--- src/hdl/fpc_pkg.sv ---
`timescale 1ns / 1ps

package fpc_pkg;

    localparam int WORDS_PER_BLOCK = 16;
    localparam int POS_W           = $clog2(WORDS_PER_BLOCK);
    localparam int DICT_DEPTH      = 4;
    localparam int FILL_W          = $clog2(DICT_DEPTH + 1);
    localparam int DIST_W          = $clog2(DICT_DEPTH);

    localparam int WORD_W    = 32;
    localparam int TAG_W     = 4;
    localparam int PWIDTH_W  = 6;
    localparam int OUT_BITS  = TAG_W + WORD_W + PWIDTH_W + DIST_W;
    localparam int OUT_TDATA_W = ((OUT_BITS + 7) / 8) * 8;

    typedef enum logic [TAG_W-1:0] {
        TAG_ZERO       = 4'd0,
        TAG_ONES       = 4'd1,
        TAG_BYTE0      = 4'd2,
        TAG_BYTE3      = 4'd3,
        TAG_HI_ZERO    = 4'd4,
        TAG_LO_ZERO    = 4'd5,
        TAG_FF_BYTE0   = 4'd6,
        TAG_FF_HALF    = 4'd7,
        TAG_REP_HALF   = 4'd8,
        TAG_B31_ZERO   = 4'd9,
        TAG_B20_ZERO   = 4'd10,
        TAG_DICT_FULL  = 4'd11,
        TAG_DICT_3B    = 4'd12,
        TAG_DICT_HI    = 4'd13,
        TAG_DICT_B31   = 4'd14,
        TAG_RAW        = 4'd15
    } tag_t;

    function automatic logic [PWIDTH_W-1:0] tag_width(input tag_t tag);
        logic [PWIDTH_W-1:0] w;
        case (tag)
            TAG_ZERO, TAG_ONES:                      w = 6'd0;
            TAG_BYTE0, TAG_BYTE3, TAG_FF_BYTE0:      w = 6'd8;
            TAG_DICT_FULL:                           w = 6'd2;
            TAG_DICT_3B:                             w = 6'd10;
            TAG_DICT_HI, TAG_DICT_B31:               w = 6'd18;
            TAG_RAW:                                 w = 6'd32;
            default:                                 w = 6'd16;
        endcase
        return w;
    endfunction

endpackage

--- src/hdl/fpc_word_pattern_encoder.sv ---
`timescale 1ns / 1ps

// frequent-pattern word encoder
// input stream: one 32-bit word per transaction on s_tdata; words form blocks of
// fpc_pkg::WORDS_PER_BLOCK, and the last four words of the current block serve
// as a match dictionary that restarts with every block
// output stream: one transaction per input word with the pattern tag, payload,
// payload width and dictionary distance on m_tdata; m_tlast marks the last
// word of a block
// path: each word passes an input register, then the pattern and dictionary
// compares into the output register
// throughput: one word per cycle while m_tready allows; the dictionary shift and
// word counter update in the same cycle a word moves into the output register
// stall: while m_tready is low the output register holds, the input register
// takes one more word, then s_tready drops until the output drains
// reset: both stages empty, block position and dictionary fill count at zero
module fpc_word_pattern_encoder
(
    input  logic                               clk,
    input  logic                               rst_n,
    input  logic                               s_tvalid,
    output logic                               s_tready,
    input  logic [fpc_pkg::WORD_W-1:0]         s_tdata,   // data_word
    output logic                               m_tvalid,
    input  logic                               m_tready,
    // pattern_tag [3:0], payload [35:4], payload_width [41:36], dict_distance [43:42]
    output logic [fpc_pkg::OUT_TDATA_W-1:0]    m_tdata,
    output logic                               m_tlast    // block_end
);

    localparam int DD = fpc_pkg::DICT_DEPTH;

    logic                              in_valid_reg;
    logic [fpc_pkg::WORD_W-1:0]        in_word_reg;
    logic [fpc_pkg::WORD_W-1:0]        recent_reg [DD];
    logic [fpc_pkg::POS_W-1:0]         pos_reg;
    logic [fpc_pkg::POS_W-1:0]         pos_next;
    logic [fpc_pkg::FILL_W-1:0]        fill_reg;
    logic [fpc_pkg::FILL_W-1:0]        fill_next;

    logic                              out_valid_reg;
    fpc_pkg::tag_t                     out_tag_reg;
    logic [fpc_pkg::WORD_W-1:0]        out_payload_reg;
    logic [fpc_pkg::PWIDTH_W-1:0]      out_width_reg;
    logic [fpc_pkg::DIST_W-1:0]        out_dist_reg;
    logic                              out_last_reg;

    logic                              advance;
    logic                              last;
    logic [7:0]                        b0, b1, b2, b3;

    fpc_pkg::tag_t                     fixed_tag;
    logic [fpc_pkg::PWIDTH_W-1:0]      fixed_width;
    logic                              hit11, hit12, hit18;
    logic [fpc_pkg::DIST_W-1:0]        d11, d12, d18;
    fpc_pkg::tag_t                     tag18;
    fpc_pkg::tag_t                     tag_sel;
    logic [fpc_pkg::DIST_W-1:0]        dist_sel;
    logic [fpc_pkg::WORD_W-1:0]        payload_sel;

    assign advance  = in_valid_reg && (!out_valid_reg || m_tready);
    assign s_tready = !in_valid_reg || advance;

    assign b0 = in_word_reg[7:0];
    assign b1 = in_word_reg[15:8];
    assign b2 = in_word_reg[23:16];
    assign b3 = in_word_reg[31:24];

    assign last = (pos_reg == fpc_pkg::POS_W'(fpc_pkg::WORDS_PER_BLOCK - 1));

    // fixed patterns, ordered by payload width then tag number
    always_comb
    begin
        if (in_word_reg == '0)
            fixed_tag = fpc_pkg::TAG_ZERO;
        else if (in_word_reg == '1)
            fixed_tag = fpc_pkg::TAG_ONES;
        else if (b3 == 8'h00 && b2 == 8'h00 && b1 == 8'h00)
            fixed_tag = fpc_pkg::TAG_BYTE0;
        else if (b2 == 8'h00 && b1 == 8'h00 && b0 == 8'h00)
            fixed_tag = fpc_pkg::TAG_BYTE3;
        else if (b3 == 8'hff && b2 == 8'hff && b1 == 8'hff)
            fixed_tag = fpc_pkg::TAG_FF_BYTE0;
        else if (b3 == 8'h00 && b2 == 8'h00)
            fixed_tag = fpc_pkg::TAG_HI_ZERO;
        else if (b1 == 8'h00 && b0 == 8'h00)
            fixed_tag = fpc_pkg::TAG_LO_ZERO;
        else if (b3 == 8'hff && b2 == 8'hff)
            fixed_tag = fpc_pkg::TAG_FF_HALF;
        else if (b3 == b1 && b2 == b0)
            fixed_tag = fpc_pkg::TAG_REP_HALF;
        else if (b3 == 8'h00 && b1 == 8'h00)
            fixed_tag = fpc_pkg::TAG_B31_ZERO;
        else if (b2 == 8'h00 && b0 == 8'h00)
            fixed_tag = fpc_pkg::TAG_B20_ZERO;
        else
            fixed_tag = fpc_pkg::TAG_RAW;
        fixed_width = fpc_pkg::tag_width(fixed_tag);
    end

    // dictionary compares, nearest entry wins within each width class
    always_comb
    begin
        logic [7:0] o1, o2, o3;
        hit11 = 1'b0;
        hit12 = 1'b0;
        hit18 = 1'b0;
        d11   = '0;
        d12   = '0;
        d18   = '0;
        tag18 = fpc_pkg::TAG_DICT_HI;
        for (int d = DD - 1; d >= 0; d--)
        begin
            o1 = recent_reg[d][15:8];
            o2 = recent_reg[d][23:16];
            o3 = recent_reg[d][31:24];
            if (fill_reg > fpc_pkg::FILL_W'(d))
            begin
                if (in_word_reg == recent_reg[d])
                begin
                    hit11 = 1'b1;
                    d11   = fpc_pkg::DIST_W'(d);
                end
                if (b3 == o3 && b2 == o2 && b1 == o1)
                begin
                    hit12 = 1'b1;
                    d12   = fpc_pkg::DIST_W'(d);
                end
                if (b3 == o3 && (b2 == o2 || b1 == o1))
                begin
                    hit18 = 1'b1;
                    d18   = fpc_pkg::DIST_W'(d);
                    tag18 = (b2 == o2) ? fpc_pkg::TAG_DICT_HI : fpc_pkg::TAG_DICT_B31;
                end
            end
        end
    end

    always_comb
    begin
        tag_sel  = fixed_tag;
        dist_sel = '0;
        if (fixed_width == 6'd0)
            tag_sel = fixed_tag;
        else if (hit11)
        begin
            tag_sel  = fpc_pkg::TAG_DICT_FULL;
            dist_sel = d11;
        end
        else if (fixed_width <= 6'd8)
            tag_sel = fixed_tag;
        else if (hit12)
        begin
            tag_sel  = fpc_pkg::TAG_DICT_3B;
            dist_sel = d12;
        end
        else if (fixed_width <= 6'd16)
            tag_sel = fixed_tag;
        else if (hit18)
        begin
            tag_sel  = tag18;
            dist_sel = d18;
        end
    end

    always_comb
    begin
        case (tag_sel)
            fpc_pkg::TAG_BYTE0, fpc_pkg::TAG_FF_BYTE0:
                payload_sel = {24'd0, b0};
            fpc_pkg::TAG_BYTE3:
                payload_sel = {24'd0, b3};
            fpc_pkg::TAG_HI_ZERO, fpc_pkg::TAG_FF_HALF, fpc_pkg::TAG_REP_HALF:
                payload_sel = {16'd0, b1, b0};
            fpc_pkg::TAG_LO_ZERO:
                payload_sel = {16'd0, b3, b2};
            fpc_pkg::TAG_B31_ZERO:
                payload_sel = {16'd0, b0, b2};
            fpc_pkg::TAG_B20_ZERO:
                payload_sel = {16'd0, b1, b3};
            fpc_pkg::TAG_DICT_FULL:
                payload_sel = {30'd0, dist_sel};
            fpc_pkg::TAG_DICT_3B:
                payload_sel = {22'd0, b0, dist_sel};
            fpc_pkg::TAG_DICT_HI:
                payload_sel = {14'd0, b1, b0, dist_sel};
            fpc_pkg::TAG_DICT_B31:
                payload_sel = {14'd0, b0, b2, dist_sel};
            fpc_pkg::TAG_RAW:
                payload_sel = in_word_reg;
            default:
                payload_sel = '0;
        endcase
    end

    always_comb
    begin
        pos_next  = last ? '0 : pos_reg + 1'b1;
        fill_next = last ? '0 :
                    (fill_reg == fpc_pkg::FILL_W'(DD)) ? fill_reg : fill_reg + 1'b1;
    end

    always_ff @(posedge clk or negedge rst_n)
    begin
        if (!rst_n)
        begin
            in_valid_reg  <= 1'b0;
            out_valid_reg <= 1'b0;
            pos_reg       <= '0;
            fill_reg      <= '0;
        end
        else
        begin
            if (s_tready)
                in_valid_reg <= s_tvalid;
            if (advance)
            begin
                out_valid_reg <= 1'b1;
                pos_reg       <= pos_next;
                fill_reg      <= fill_next;
            end
            else if (m_tready)
                out_valid_reg <= 1'b0;
        end
    end

    always_ff @(posedge clk)
    begin
        if (s_tready && s_tvalid)
            in_word_reg <= s_tdata;
        if (advance)
        begin
            recent_reg[0]   <= in_word_reg;
            for (int d = 1; d < DD; d++)
                recent_reg[d] <= recent_reg[d-1];
            out_tag_reg     <= tag_sel;
            out_payload_reg <= payload_sel;
            out_width_reg   <= fpc_pkg::tag_width(tag_sel);
            out_dist_reg    <= dist_sel;
            out_last_reg    <= last;
        end
    end

    assign m_tvalid = out_valid_reg;
    assign m_tlast  = out_last_reg;
    assign m_tdata  = {{(fpc_pkg::OUT_TDATA_W - fpc_pkg::OUT_BITS){1'b0}},
                       out_dist_reg, out_width_reg, out_payload_reg, out_tag_reg};

endmodule

--- config.mk ---
export PLATFORM = sky130hd
export DESIGN_NAME = fpc_word_pattern_encoder
export DESIGN_NICKNAME = d
export VERILOG_FILES = /design/src/hdl/fpc_pkg.sv /design/src/hdl/fpc_word_pattern_encoder.sv
export SDC_FILE = /design/constraint.sdc
export NUM_CORES = 1
export LEC_CHECK = 0
export BUFFER_PORTS_ARGS = -buffer_cell sky130_fd_sc_hd__buf_2
export CORE_AREA = 2 2 174 176
export CTS_CLUSTER_SIZE = 12
export DETAILED_ROUTE_END_ITERATION = 10
export DIE_AREA = 0 0 176 178
export HOLD_SLACK_MARGIN = 0.03
export PLACE_DENSITY = 0.64
export REMOVE_ABC_BUFFERS = 1
export SYNTH_ARGS = -nofsm -noshare
export SYNTH_HDL_FRONTEND = slang
export SYNTH_SLANG_ARGS = --single-unit
export TNS_END_PERCENT = 20
--- constraint.sdc ---
create_clock -name clk -period 5.4 [get_ports clk]
set_input_delay 0.54 -clock clk [delete_from_list [all_inputs] [get_ports clk]]
set_output_delay 0.54 -clock clk [all_outputs]
set_load 0.03 [all_outputs]
==> metrics.csv <==
metric;value;unit
yosysTopAreaCellShare;0.600;
hold_violations;0;
use_met1;0.221;
fp.dieH;178;um
synth.most_common_cell;edfxtp_1;
clock-skew-final;29.1;ps
cp-end-kind;flop;
netSwitchingPower;1.02;mW
cts.htree.levels;1;
wirelength;25.1;mm
gp_congestion;0.916;
design.core.area;29400;um^2
power_leakage;4.32;nW
tns;0;ps
fin_crit_sh;0.947;
largest_reg_flops;128;
cp.required;5640;ps
die_area;31300;um^2
crit_type;flop to flop;
cts_tree;built;
yosys-top-cells-area;edfxtp_1 (60%), xor2_1 (7.6%), xnor2_1 (4.9%);
status;finished clean;
path_clk_slew;60;ps
rr_endpoint;out_payload_reg[6];
p_clk_frac;0.363;
grt_max_degree;105;
grt_overflow;0;
syn_inst;750;
fin_area;12000;um^2
avgRoutedWirePerCell;19.7;um
insertion_delay;520;ps
drcViolationCount;0;
p_per_area;339;nW/um^2
reg2reg_from;in_word_reg[1];
antenna_found_initial;1;
viasPerCell;5.13;
fp.dieW;176;um
slew_headroom;0.380;
globalRouteTotalUtil;0.157;
synth_largest_area_cell;edfxtp_1;
synth_top_flop_cell;edfxtp_1;
r2r_cells;20;
netlist_area;10200;um^2
place_area;11100;um^2
root_buffer;clkbuf_16;
fillers;2719;
ys_top_cells_by_count;edfxtp_1 (203), xor2_1 (88), xnor2_1 (57);
ys_types;74;
grt-busiest-layer;met2;
max_freq;196;MHz
p_total;4.05;mW
yosys_register_bits;212;
worstPathMaxFanout;8;
cts.sinks;212;
min_period;5110;ps
endpoint;out_payload_reg[6];
setup_viol;0;
startpoint_type;flop;
share_comb_of_total_power;0.118;
p_int;3.03;mW
startpoint;in_word_reg[1];
fp-row-count;63;
grt_pass1_vias;6223;
avgSynthCellArea;13.6;um^2
firstDrtPassIters;7;
slew_violations;0;
tightest_slew;931;ps
share_seq_of_total_power;0.519;
cap_violations;0;
start_util;0.346;
ant_nets;0;
ioPinCount;87;
grt_first_pass_wirelength;37.2;mm
drtIter0Drc;683;
reg2reg_slack;290;ps
ys_warn_count;0;
num_antenna_cells;0;
ir_worst_vdd;0.000270;V
synth_edf_count;203;
cts_made_buffers;23;
met3_usage;0.0324;
async_reset_ff_frac;0.0425;
dp_hpwl;18.0;mm
vias;6546;
port_buffers;80;
layout.nets;923;
critPathArrivalTime;5350;ps
yosysSeqAreaShare;0.622;
drive_above_1_share;0.231;
min_path_type;input pin to flop;
clockBufferDepth;3;
syn_to_final_growth;17.7;%
grt_use_met2;0.245;
sw_frac_of_total;0.253;
[stage by stage]
| stage | hold slack [ps] | setup slack (ps) | cells | utilization |
|---|---|---|---|---|
| 2_1_floorplan | 244 | -188 | 705 | - |
| 3_3_place_gp | 399 | 332 | 1224 | 0.378 |
| 3_5_place_dp | 408 | 195 | 1224 | 0.378 |
| 4_1_cts | 192 | 154 | 1262 | 0.402 |
| 5_1_grt | 190 | -10.2 | 1276 | 0.407 |
| 6_report | 199 | 286 | 1276 | 0.407 |
[logic make-up after synthesis]
kind of cell / share of synthesized area
other cells: 0.000369
xor+xnor: 0.125
simple gates: 0.109
flops: 0.622
compound gates: 0.0833
fa+ha+maj: 0.0180
buf+inv: 0.0400
mux: 0.00258
[final cells by class]
cell class | count | area, um^2 | area share
Multi-Input combinational cell | 475 | 3510 | 0.293
Sequential cell | 212 | 6320 | 0.528
Clock inverter | 6 | 55.1 | 0.00460
Tap cell | 390 | 488 | 0.0408
Timing Repair Buffer | 144 | 881 | 0.0736
Inverter | 18 | 72.6 | 0.00607
Clock buffer | 31 | 636 | 0.0531
[critical path: stages (launching register included)]
cell and delay [ps]:
edfxtp_1 560, xnor2_1 250, nand4_1 190, nor4_4 400, o221a_1 330, nor2_1 120
ha_1 300, nor2_1 50, mux2_4 300, o21a_1 190, a211o_1 350, nand2_1 120
o211a_1 240, inv_1 110, ha_1 220, or2_2 310, buf_4 180, a22oi_1 150
nor2_1 70, a221oi_1 270, o21ai_1 110
[cells in the final DEF (no fill, tap or decap), types with 17 or more instances in the layout]
master,instances
buf_2,80
buf_4,62
clkbuf_16,23
edfxtp_1,203
inv_1,17
nand2_1,46
nand4_1,28
nor2_1,35
nor4_1,26
xnor2_1,57
xor2_1,88
[metal layers]
layer	part of all wire	vias up
met5	0.00072	-
met4	0.025	2
met3	0.072	51
met2	0.46	275
met1	0.44	3174
li1	-	3044
[power by group through the flow]
stage	Sequential (mW)	Combinational (mW)	Clock [mW]
finish	2.10	0.477	1.47
global route	2.12	0.527	1.56
CTS	2.10	0.472	1.50
detailed placement	2.13	0.468	0
global placement	2.13	0.459	0
floorplan	2.18	0.248	0
[worst min-delay path by stage]
stage	start	end	slack, ps	cells after the start
after detailed placement	rst_n	m_tvalid	410	1
after global routing	s_tdata[23]	in_word_reg[23]	190	1
after global placement	rst_n	m_tvalid	400	1
after CTS	s_tdata[23]	in_word_reg[23]	190	1
final	s_tdata[3]	in_word_reg[3]	200	1
after floorplan	rst_n	fill_reg[0]	240	0
[what timing repair did]
action	4_1_cts	5_1_grt
buffers inserted	0	14
resized for setup	0	7
endpoints found under the setup margin	0	15
hold buffers	1	0
hold endpoints to repair	9	0
No activity file was read; power rests on OpenSTA's default activity.
